--- src/sv/preemptive_priority_scheduler_defines.svh ---
// Assertion macros for the preemptive priority scheduler.
// Has no dependencies; included by preemptive_priority_scheduler, which carries the assertions.
`ifndef PREEMPTIVE_PRIORITY_SCHEDULER_DEFINES_SVH
`define PREEMPTIVE_PRIORITY_SCHEDULER_DEFINES_SVH

// Same-cycle implication, checked outside reset.
`define PPS_ASSERT_NOW(label, ante, cons, msg) \
   label: assert property (@(posedge clock) disable iff (reset) (ante) |-> (cons)) \
      else $error(msg);

// Next-cycle implication, checked outside reset.
`define PPS_ASSERT_NEXT(label, ante, cons, msg) \
   label: assert property (@(posedge clock) disable iff (reset) (ante) |=> (cons)) \
      else $error(msg);

`endif

--- src/sv/pps_pkg.sv ---
// Constants, types and helpers for the preemptive priority scheduler.
// Has no dependencies; imported by preemptive_priority_scheduler.
package pps_pkg;

   localparam int QUEUE_DEPTH = 16;
   localparam int LEVELS      = 5;

   localparam int PRIO_W  = 3;
   localparam int ID_W    = 16;
   localparam int LVL_W   = $clog2(LEVELS);
   localparam int PTR_W   = (QUEUE_DEPTH > 1) ? $clog2(QUEUE_DEPTH) : 1;
   localparam int CNT_W   = $clog2(QUEUE_DEPTH + 1);
   localparam int MEM_DEPTH = LEVELS * QUEUE_DEPTH;
   localparam int ADDR_W  = $clog2(MEM_DEPTH);

   localparam int REQ_DATA_W = 24;
   localparam int RSP_DATA_W = 24;

   typedef enum logic {
      REQ_ADD       = 1'b0,
      REQ_TERMINATE = 1'b1
   } req_kind_type;

   typedef enum logic [1:0] {
      ST_OK       = 2'd0,
      ST_BAD_PRIO = 2'd1,
      ST_FULL     = 2'd2
   } status_type;

   typedef logic [LVL_W-1:0] lvl_type;
   typedef logic [PTR_W-1:0] ptr_type;
   typedef logic [CNT_W-1:0] cnt_type;
   typedef logic [ADDR_W-1:0] addr_type;

   // Input payload, lowest field last in the list (packed from bit 0 up).
   typedef struct packed {
      logic [4:0]        pad;
      logic [ID_W-1:0]   task_id;
      logic [PRIO_W-1:0] task_priority;
   } req_data_type;

   typedef struct packed {
      logic [1:0]        pad;
      status_type        status;
      logic [PRIO_W-1:0] running_priority;
      logic [ID_W-1:0]   running_id;
      logic              running_valid;
   } rsp_data_type;

   function automatic ptr_type wrap_next(input ptr_type ptr);
      return (32'(ptr) + 1 >= QUEUE_DEPTH) ? '0 : PTR_W'(32'(ptr) + 1);
   endfunction

   function automatic addr_type entry_addr(input lvl_type lvl, input ptr_type ptr);
      return ADDR_W'(ADDR_W'(lvl) * ADDR_W'(QUEUE_DEPTH) + ADDR_W'(ptr));
   endfunction

endpackage

--- src/sv/preemptive_priority_scheduler.sv ---
// Preemptive fixed-priority scheduler: ready queues in one memory, running slot,
// and a two-stage request pipeline. Depends on pps_pkg and the defines header.
//
// Usage:
//   req_* channel carries requests: req_tuser is the kind (add or terminate),
//   req_tdata the priority and task id of an added task. rsp_* returns one
//   result per request: the running task after that request and a status code.
//   A request is decided in the cycle it is accepted: queue pointers, counts and
//   the running slot update at that edge, and a dispatch reads the head entry
//   from the ready memory. The read data is registered beside the middle stage;
//   the result then moves from the middle stage into the output register that
//   drives rsp_*. One request per cycle is sustained while the receiver takes
//   responses; the single-port memory read of a dispatch and the queue write of
//   an add never collide. When the receiver stalls, the output register holds,
//   the middle stage holds behind it, and req_tready drops while the middle
//   stage is full until the output drains. Reset empties the running slot and
//   all queues; the ready memory is not cleared, only queued entries are read.
`include "preemptive_priority_scheduler_defines.svh"

module preemptive_priority_scheduler (
   input  logic                            clock,
   input  logic                            reset,
   input  logic                            req_tvalid,
   output logic                            req_tready,
   // task_priority[2:0], task_id[18:3], zero pad [23:19]
   input  logic [pps_pkg::REQ_DATA_W-1:0]  req_tdata,
   // req_type: 0 add, 1 terminate
   input  logic                            req_tuser,
   output logic                            rsp_tvalid,
   input  logic                            rsp_tready,
   // running_valid[0], running_id[16:1], running_priority[19:17], status[21:20],
   // zero pad [23:22]
   output logic [pps_pkg::RSP_DATA_W-1:0]  rsp_tdata
);
   import pps_pkg::*;

   req_data_type      req_data;
   req_kind_type      req_kind;
   logic              req_accept;

   // ready queues
   logic [ID_W-1:0]   ready_mem [MEM_DEPTH];
   logic [ID_W-1:0]   mem_rdata_ff;
   ptr_type           head_ff  [LEVELS];
   ptr_type           head_in  [LEVELS];
   ptr_type           tail_ff  [LEVELS];
   ptr_type           tail_in  [LEVELS];
   cnt_type           count_ff [LEVELS];
   cnt_type           count_in [LEVELS];

   // running slot; the id lives in mem_rdata_ff right after a dispatch
   logic              slot_busy_ff, slot_busy_in;
   logic [ID_W-1:0]   slot_id_ff, slot_id_in;
   logic [PRIO_W-1:0] slot_prio_ff, slot_prio_in;
   logic              slot_from_mem_ff, slot_from_mem_in;
   logic [ID_W-1:0]   slot_id_eff;

   // decision logic
   logic              pop_any;
   lvl_type           pop_lvl;
   logic              mem_re, mem_we;
   addr_type          mem_raddr, mem_waddr;
   logic [ID_W-1:0]   mem_wdata;
   lvl_type           enq_lvl;
   logic              enq_req;
   logic              enq_full;
   status_type        status_new;

   // middle stage
   logic              s1_valid_ff;
   logic              s1_busy_ff;
   logic [ID_W-1:0]   s1_id_ff;
   logic [PRIO_W-1:0] s1_prio_ff;
   logic              s1_from_mem_ff;
   status_type        s1_status_ff;
   logic              s1_advance;

   // output stage
   logic              rsp_valid_ff;
   rsp_data_type      rsp_data_ff, rsp_data_in;
   logic              rsp_free;

   assign req_data   = req_data_type'(req_tdata);
   assign req_kind   = req_kind_type'(req_tuser);
   assign rsp_free   = !rsp_valid_ff || rsp_tready;
   assign s1_advance = s1_valid_ff && rsp_free;
   assign req_tready = !s1_valid_ff || rsp_free;
   assign req_accept = req_tvalid && req_tready;

   assign slot_id_eff = slot_from_mem_ff ? mem_rdata_ff : slot_id_ff;

   // highest non-empty level
   always_comb begin
      pop_any = 1'b0;
      pop_lvl = '0;
      for (int l = 0; l < LEVELS; l++) begin
         if (count_ff[l] != '0) begin
            pop_any = 1'b1;
            pop_lvl = LVL_W'(l);
         end
      end
   end

   always_comb begin
      for (int l = 0; l < LEVELS; l++) begin
         head_in[l]  = head_ff[l];
         tail_in[l]  = tail_ff[l];
         count_in[l] = count_ff[l];
      end
      slot_busy_in     = slot_busy_ff;
      slot_id_in       = slot_id_ff;
      slot_prio_in     = slot_prio_ff;
      slot_from_mem_in = slot_from_mem_ff;
      status_new       = ST_OK;
      mem_re           = 1'b0;
      mem_raddr        = entry_addr(pop_lvl, head_ff[pop_lvl]);
      enq_req          = 1'b0;
      enq_lvl          = req_data.task_priority[LVL_W-1:0];
      mem_wdata        = req_data.task_id;

      if (req_kind == REQ_TERMINATE) begin
         if (pop_any) begin
            mem_re             = 1'b1;
            head_in[pop_lvl]   = wrap_next(head_ff[pop_lvl]);
            count_in[pop_lvl]  = CNT_W'(count_ff[pop_lvl] - 1'b1);
            slot_busy_in       = 1'b1;
            slot_prio_in       = PRIO_W'(pop_lvl);
            slot_from_mem_in   = 1'b1;
         end else begin
            slot_busy_in       = 1'b0;
            slot_prio_in       = '0;
            slot_id_in         = '0;
            slot_from_mem_in   = 1'b0;
         end
      end else if (32'(req_data.task_priority) >= LEVELS) begin
         status_new = ST_BAD_PRIO;
      end else if (!slot_busy_ff) begin
         slot_busy_in     = 1'b1;
         slot_id_in       = req_data.task_id;
         slot_prio_in     = req_data.task_priority;
         slot_from_mem_in = 1'b0;
      end else if (req_data.task_priority > slot_prio_ff) begin
         // preempt: running task goes to its level's tail, if that queue has room
         enq_req          = 1'b1;
         enq_lvl          = slot_prio_ff[LVL_W-1:0];
         mem_wdata        = slot_id_eff;
         slot_id_in       = req_data.task_id;
         slot_prio_in     = req_data.task_priority;
         slot_from_mem_in = 1'b0;
      end else begin
         enq_req = 1'b1;
      end

      enq_full  = count_ff[enq_lvl] == CNT_W'(QUEUE_DEPTH);
      mem_waddr = entry_addr(enq_lvl, tail_ff[enq_lvl]);
      mem_we    = 1'b0;
      if (enq_req) begin
         if (enq_full) begin
            status_new = ST_FULL;
         end else begin
            mem_we            = 1'b1;
            tail_in[enq_lvl]  = wrap_next(tail_ff[enq_lvl]);
            count_in[enq_lvl] = CNT_W'(count_ff[enq_lvl] + 1'b1);
         end
      end
   end

   always_ff @(posedge clock) begin
      if (req_accept && mem_we) begin
         ready_mem[mem_waddr] <= mem_wdata;
      end
      if (req_accept && mem_re) begin
         mem_rdata_ff <= ready_mem[mem_raddr];
      end
   end

   always_ff @(posedge clock) begin
      if (reset) begin
         for (int l = 0; l < LEVELS; l++) begin
            head_ff[l]  <= '0;
            tail_ff[l]  <= '0;
            count_ff[l] <= '0;
         end
         slot_busy_ff     <= 1'b0;
         slot_id_ff       <= '0;
         slot_prio_ff     <= '0;
         slot_from_mem_ff <= 1'b0;
      end else if (req_accept) begin
         for (int l = 0; l < LEVELS; l++) begin
            head_ff[l]  <= head_in[l];
            tail_ff[l]  <= tail_in[l];
            count_ff[l] <= count_in[l];
         end
         slot_busy_ff     <= slot_busy_in;
         slot_id_ff       <= slot_id_in;
         slot_prio_ff     <= slot_prio_in;
         slot_from_mem_ff <= slot_from_mem_in;
      end
   end

   // middle stage: waits for the memory read of a dispatch
   always_ff @(posedge clock) begin
      if (reset) begin
         s1_valid_ff <= 1'b0;
      end else if (req_accept) begin
         s1_valid_ff <= 1'b1;
      end else if (s1_advance) begin
         s1_valid_ff <= 1'b0;
      end
   end

   always_ff @(posedge clock) begin
      if (req_accept) begin
         s1_busy_ff     <= slot_busy_in;
         s1_id_ff       <= slot_id_in;
         s1_prio_ff     <= slot_prio_in;
         s1_from_mem_ff <= slot_from_mem_in;
         s1_status_ff   <= status_new;
      end
   end

   always_comb begin
      rsp_data_in                  = '0;
      rsp_data_in.running_valid    = s1_busy_ff;
      rsp_data_in.running_id       = s1_from_mem_ff ? mem_rdata_ff : s1_id_ff;
      rsp_data_in.running_priority = s1_prio_ff;
      rsp_data_in.status           = s1_status_ff;
   end

   always_ff @(posedge clock) begin
      if (reset) begin
         rsp_valid_ff <= 1'b0;
      end else if (rsp_free) begin
         rsp_valid_ff <= s1_valid_ff;
      end
   end

   always_ff @(posedge clock) begin
      if (s1_advance) begin
         rsp_data_ff <= rsp_data_in;
      end
   end

   assign rsp_tvalid = rsp_valid_ff;
   assign rsp_tdata  = RSP_DATA_W'(rsp_data_ff);

   `PPS_ASSERT_NOW(a_from_mem_busy, slot_from_mem_ff, slot_busy_ff, "slot id taken from memory while slot is empty")
   `PPS_ASSERT_NEXT(a_dispatch_marks, req_accept && mem_re, slot_from_mem_ff && slot_busy_ff, "dispatch did not mark the slot as read from memory")
   `PPS_ASSERT_NEXT(a_s1_holds, s1_valid_ff && !rsp_free, s1_valid_ff && $stable(s1_id_ff) && (!s1_from_mem_ff || $stable(mem_rdata_ff)), "middle stage changed while stalled")
   `PPS_ASSERT_NOW(a_empty_zero, rsp_valid_ff && !rsp_data_ff.running_valid, rsp_data_ff.running_id == '0 && rsp_data_ff.running_priority == '0, "empty slot reported with nonzero id or priority")
   `PPS_ASSERT_NOW(a_no_push_pop, req_accept, !(mem_we && mem_re), "queue write and dispatch read in one request")

endmodule
--- config.mk ---
export PLATFORM = sky130hd
export DESIGN_NAME = preemptive_priority_scheduler
export DESIGN_NICKNAME = d
export VERILOG_FILES = /design/src/sv/pps_pkg.sv /design/src/sv/preemptive_priority_scheduler.sv
export VERILOG_INCLUDE_DIRS = /design/src /design/src/sv
export SDC_FILE = /design/constraint.sdc
export NUM_CORES = 2
export LEC_CHECK = 0
export BUFFER_PORTS_ARGS = -buffer_cell sky130_fd_sc_hd__buf_2
export CORE_ASPECT_RATIO = 0.8
export CORE_MARGIN = 3
export CORE_UTILIZATION = 60
export CTS_CLUSTER_SIZE = 40
export DETAILED_ROUTE_END_ITERATION = 8
export GPL_ROUTABILITY_DRIVEN = 0
export PLACE_DENSITY = 0.76
export SETUP_SLACK_MARGIN = 0.05
export SLEW_MARGIN = 20
export SYNTH_ARGS = -nofsm -noshare
export SYNTH_HDL_FRONTEND = slang
export SYNTH_SLANG_ARGS = --single-unit
--- constraint.sdc ---
create_clock -name clock -period 9.6 [get_ports clock]
set_input_delay 0.48 -clock clock [delete_from_list [all_inputs] [get_ports clock]]
set_output_delay 0.48 -clock clock [all_outputs]
set_load 0.01 [all_outputs]
# Word level (Yosys, flattened, before mapping)
# Memory sizes are Yosys's and may differ from the RTL's. A register that Yosys moved wholly into a read port is not among the register bits.
# Index checks and enable logic that the tools add are counted.
# word_totals
inputBits,29
mem_bits_rw,1345
n_memories,4
out_inout_bits,26
register_bits,68
# classes
add_sub_neg,6
order_cmp,8
eq_ne,1
n_reduce_logical,16
n_mux,92
n_bitwise,17
# memory_table
name,words,width,read_ports,rd_clocked_by_memory_dff,write_ports,line_no,text
ready_mem,80,16,1,1,1,preemptive_priority_scheduler.sv:42,logic [ID_W-1:0] ready_mem [MEM_DEPTH];
count_ff,5,5,7,0,5,preemptive_priority_scheduler.sv:48,cnt_type count_ff [LEVELS];
head_ff,5,4,6,0,5,preemptive_priority_scheduler.sv:44,ptr_type head_ff [LEVELS];
tail_ff,5,4,6,0,5,preemptive_priority_scheduler.sv:46,ptr_type tail_ff [LEVELS];
# op_table
op,n
16-bit two-way mux,11
25-bit two-way mux,4
20-bit two-way mux,4
32-bit by 5-bit >= comparator with 1-bit output (second input constant),2
4-bit two-way mux,14
25-bit bitwise mux,2
20-bit bitwise mux,2
3-bit two-way mux,12
5-bit two-way mux,7
5-bit demux with 3-bit select,2
1-bit two-way mux,30
5-bit nonzero test,5
4-bit demux with 3-bit select,2
1-bit bitwise OR,15
7-bit by 4-bit adder with 7-bit output,2
4-bit by 1-bit adder with 5-bit output (second input constant),2
4-bit >= comparator (second input constant),2
4-bit by 1-bit less-than comparator with 1-bit output (second input constant),2
3-bit inverter with 4-bit output,2
1-bit logical AND,6
5-bit by 1-bit adder with 5-bit output (second input constant),1
5-bit equality test (second input constant),1
5-bit by 1-bit subtractor with 5-bit output (second input constant),1
2-bit two-way mux,2
other kinds (5),7

# Logic depth before layout (Yosys ltp)
# An unclocked memory read counts as a cell.
# depth
word_depth,18
ltp_mapped,19

# Worst setup path before layout
# OpenSTA, ideal clock, no wires.
# synth_path
path_type,input-to-reg
start,in req_tdata[1] (netlist name)
end,mem ready_mem[13][0] (enable)
required_ns,9.170
t_arrival_ns,5.271
setup_time_ns,0.430
n_path_buf,5
stages,18
path_slack_ns,3.899
cell_sequence,ha_1 nor2b_1 o21a_1 o211ai_1 a32o_1 clkbuf_1 a21o_1 clkbuf_1 a2bb2oi_1 o211a_1 inv_1 ha_1 and4b_1 buf_6 or3_1 buf_6 buf_6 nor4_1
# synth_via
elab_chain_len,12
elab_cells_between_ends,17
cone_classes,add/sub (1); order compare (2); eq/ne (1); mux (10); reduce/logical (1); memory (2)
# synth_rtl
element,line_no,text
"start, declared",preemptive_priority_scheduler.sv:26,"input logic [pps_pkg::REQ_DATA_W-1:0] req_tdata,"
3-bit greater-than comparator,preemptive_priority_scheduler.sv:142,end else if (req_data.task_priority > slot_prio_ff) begin
3-bit two-way mux,preemptive_priority_scheduler.sv:142,
3-bit two-way mux,preemptive_priority_scheduler.sv:137,end else if (!slot_busy_ff) begin
3-bit two-way mux,preemptive_priority_scheduler.sv:135,end else if (32'(req_data.task_priority) >= LEVELS) begin
3-bit two-way mux,preemptive_priority_scheduler.sv:121,if (req_kind == REQ_TERMINATE) begin
memory read 5 x 5 bit,n/a,
5-bit equality test,preemptive_priority_scheduler.sv:154,enq_full = count_ff[enq_lvl] == CNT_W'(QUEUE_DEPTH);
1-bit two-way mux,preemptive_priority_scheduler.sv:158,if (enq_full) begin
1-bit two-way mux,preemptive_priority_scheduler.sv:157,if (enq_req) begin
1-bit logical AND,preemptive_priority_scheduler.sv:169,if (req_accept && mem_we) begin
1-bit two-way mux,preemptive_priority_scheduler.sv:169,
1-bit two-way mux (implied by the code),preemptive_priority_scheduler.sv:170,ready_mem[mem_waddr] <= mem_wdata;
"end, declared",preemptive_priority_scheduler.sv:42,
# Several ways; a longest one is shown, not always the timed one.

# Worst setup path in the final report
# layout_path
start,reg slot_prio_ff[1]
end,mem ready_mem[38][4] (enable)
# layout_via
elab_chain_len,12
elab_cells_between_ends,14
cone_classes,add/sub (1); order compare (1); eq/ne (1); mux (8); reduce/logical (1); memory (2)
# layout_rtl
element,line_no,text
"start, declared",preemptive_priority_scheduler.sv:54,"logic [PRIO_W-1:0] slot_prio_ff, slot_prio_in;"
"start signal, assigned",preemptive_priority_scheduler.sv:196,slot_prio_ff <= slot_prio_in;
3-bit greater-than comparator,preemptive_priority_scheduler.sv:142,
3-bit two-way mux (*),preemptive_priority_scheduler.sv:142,
3-bit two-way mux (*),preemptive_priority_scheduler.sv:137,
3-bit two-way mux (*),preemptive_priority_scheduler.sv:135,
3-bit two-way mux (*),preemptive_priority_scheduler.sv:121,
memory read 5 x 5 bit,n/a,
5-bit equality test,preemptive_priority_scheduler.sv:154,
1-bit two-way mux,preemptive_priority_scheduler.sv:158,
1-bit two-way mux,preemptive_priority_scheduler.sv:157,
1-bit logical AND,preemptive_priority_scheduler.sv:169,
1-bit two-way mux,preemptive_priority_scheduler.sv:169,
1-bit two-way mux (implied by the code),preemptive_priority_scheduler.sv:170,
# Every way passes the cells marked *; elsewhere a longest branch is shown, timed or not.

==> impl_metrics.csv <==
group,metric,value,unit
run_status,status,"completed",
sta,final.period_utilization,0.672,
sta,rsz0062_at_grt,"no",
logic_synthesis,synth_async_sr_flop_share,0,
floorplanning,fp.dieH,285,µm
logic_synthesis,syn_area,58300,µm²
clock_tree,clk_pin_slew,0.07,ns
sta,worstMarginPinSlew,1.15,ns
detailed_routing,vias_per_cell,6.90,
grt,overflow,0,
run,max_cap_violations,0,
min_path,hold_path_end,"s1_id_ff[4]$_DFFE_PP_",
clock_tree,cts_made_buffers,134,
detailed_routing,initialDrtViolationCount,6393,
sta,skew,0.0209,ns
critical_path,arrival,6.87,ns
pwr,ir_worst_vdd,0.199,mV
logic_synthesis,synth_flop_cell,"edfxtp_1",
sta,drv_slew,0,
pwr,power_density,222,nW/µm²
logic_synthesis,yosysSeqAreaShare,0.732,
cells_and_area,final_common_cell,"edfxtp_1",
grt,antenna_found_initial,5,
critical_path,rrSetupSlack,3.15,ns
min_path,min-delay-start,"req_tdata[7]",
logic_synthesis,synthCells,3966,
grt,grt_max_degree,149,
sta,fin_crit,6.45,ns
critical_path,critPathRequiredTime,10.02,ns
place,io_buffers,47,
sta,fmax,0.155,GHz
logic_synthesis,synth_cell_types,81,
clock_tree,htreeDepth,4,
critical_path,cp_cell_sequence,"inv_1 > ha_1 > nor2b_1 > o21ai_2 > a211oi_4 > buf_4 > mux2i_1 > nand2_1 > o211ai_1 > o211a_1 > inv_1 > ha_1 > and4b_1 > nor3_1 > nand2_1 > nor2_1 > buf_4",
grt,grtUsageMet3,0.103,
floorplanning,ios,55,
detailed_routing,firstDrtPassIters,7,
min_path,worst_hold_path_type,"in2reg",
clock_tree,cts.sinks,1429,
cells_and_area,drive_above_1_share,0.148,
floorplanning,die_x,355,µm
floorplanning,core,95700,µm²
grt,grtUsageMet1,0.469,
floorplanning,rows,101,
critical_path,crit_type,"reg2reg",
logic_synthesis,synth_edf_count,1406,
cells_and_area,layout.nets,4088,
critical_path,worstSetupEndpointType,"register",
pwr,finalPower,14500,µW
critical_path,path_max_fanout,39,
critical_path,crit_buf_inv,4,
critical_path,r2r_cells,17,
logic_synthesis,yosys_warnings,0,
critical_path,slowest_delay,0.70,ns
grt,met2_usage,0.460,
critical_path,crit_path_top_delay_cell,"nor2_1",
clock_tree,root_buffer,"clkbuf_16",
floorplanning,initial_utilization,0.610,
detailed_routing,routedWlPerCell,30.2,µm
sta,hold_violations,0,
grt,grt_pass1_vias,35700,
critical_path,worst_path_dominant_cell_family,"simple AND/OR/NAND/NOR gates",
critical_path,timing.rr.start,"slot_prio_ff[1]$_SDFFE_PP0P_",
logic_synthesis,synth-seq-cells,1429,
sta,fin_setup_tns,0,ns
detailed_routing,routed_wl,164000,µm
min_path,holdPathStages,2,
critical_path,critPathLaunchType,"register",
clock_tree,cts_tree,"yes",
detailed_routing,drc,0,
place,detailed_place_hpwl,95200,µm
clock_tree,post_cts_buffers,0,
cells_and_area,syn2layout_area_growth,11.6,%
grt,grt_use_total,0.324,
sta,setup_viol,0,
grt,grt_pass1_wl,240000,µm
cells_and_area,stdcell_area,65100,µm²
clock_tree,cts_buffer_depth,3,
pwr,leakagePower,0.0215,µW
detailed_routing,ant_nets,0,
sta,slew_headroom,0.227,
critical_path,worstReg2RegEnd,"ready_mem[38][4]$_DFFE_PP_",
logic_synthesis,avgSynthCellArea,14.7,µm²
detailed_routing,via_count,37600,
cells_and_area,final_cell_mix,"edfxtp_1 (1406), nand2_1 (761), nand3_1 (216), buf_4 (146), a21oi_1 (141)",
floorplanning,die_area,101000,µm²
clock_tree,clkLatencyLatePin,0.75,ns
grt,grt_most_used_layer,"met1",
place,placed_cell_area,60900,µm²
[repair_timing]
item	in CTS	in global routing
gates resized for setup	0	0
setup endpoints to repair	0	0
hold endpoints to repair	1	0
hold buffers	1	0
[cells in the mapped netlist, drive strengths merged (20+ instances only)]
library cell | n | share of area
a31oi | 61 | 0.0065
nor3 | 45 | 0.0044
a311oi | 45 | 0.0068
mux2 | 25 | 0.0048
buf | 132 | 0.011
nor2 | 131 | 0.0085
mux2i | 97 | 0.017
a32oi | 26 | 0.0039
a22o | 20 | 0.0030
a22oi | 32 | 0.0041
mux4 | 107 | 0.041
a211oi | 92 | 0.012
o21ai | 69 | 0.0061
nor4 | 28 | 0.0031
nand3 | 216 | 0.019
dfxtp | 23 | 0.0079
a21oi | 157 | 0.013
clkbuf | 120 | 0.0077
and3 | 109 | 0.012
edfxtp | 1406 | 0.72
inv | 21 | 0.0014
nand2 | 763 | 0.049
[layout make-up]
cell class              count  area (µm²)
multi-input cells        2265       15100
repair buffers            200        1470
fillers                  6167       30600
well taps                1287        1610
flip-flops and latches   1429       42700
clock buffers             162        3470
clock inverters            79         728
inverters                  21        93.8
diodes                      2        5.00
[flip-flops by register name, summed over array words and instances (netlist names)]
name and cells:
count_ff 25, rsp_tdata 22, mem_rdata_ff 16, s1_id_ff 16, s1_prio_ff 3, s1_valid_ff 1
slot_id_ff 16, s1_status_ff 2, head_ff 20, s1_from_mem_ff 1, slot_prio_ff 3, ready_mem 1280
rsp_tvalid 1, slot_busy_ff 1, tail_ff 20, s1_busy_ff 1, slot_from_mem_ff 1
[metrics by stage]
stage                     instances  worst slack [ns]  utilization  hold WS (ns)
after CTS                      5443              3.31        0.680        0.0259
after global placement         5200              3.26        0.636         0.401
after detailed placement       5201              3.17        0.636         0.415
after floorplan                3967              3.90            -         0.400
final                          5445              3.15        0.681        0.0752
after global routing           5443              3.00        0.681        0.0781
[power by group]
group	internal, µW	leakage, µW	switching (µW)
combinational	638	0.00650	1640
sequential	6980	0.0130	46.4
clock	2850	0.00205	2330
total	10500	0.0215	4020
[worst max-delay path by stage]
stage	start	slack, ns	cells after the start	endpoint
6_report	slot_prio_ff[1]$_SDFFE_PP0P_	3.15	17	ready_mem[38][4]$_DFFE_PP_
5_1_grt	slot_prio_ff[1]$_SDFFE_PP0P_	3.00	16	ready_mem[4][3]$_DFFE_PP_
4_1_cts	slot_prio_ff[1]$_SDFFE_PP0P_	3.31	16	ready_mem[7][15]$_DFFE_PP_
3_5_place_dp	req_tdata[1]	3.17	16	ready_mem[7][4]$_DFFE_PP_
3_3_place_gp	req_tdata[1]	3.26	16	ready_mem[6][12]$_DFFE_PP_
2_1_floorplan	req_tdata[1]	3.90	18	ready_mem[13][0]$_DFFE_PP_
[logic make-up after synthesis]
logic type / after synthesis / synth area share
other: 1 / 0.0000643
DFF: 1429 / 0.732
muxes: 229 / 0.0630
adders and majority gates: 8 / 0.00172
buffers and inverters: 273 / 0.0205
xor gates and xnor gates: 9 / 0.00135
AOI/OAI and AO/OA: 658 / 0.0787
and+or+nand+nor: 1359 / 0.103
[routing by layer]
layer  share of wire  routed length (µm)
met1            0.37               61000
met2            0.44               71500
met3            0.15               25000
met4           0.042                6890
met5         0.00015                  25
Note: power is estimated with default switching activity, not from simulation.
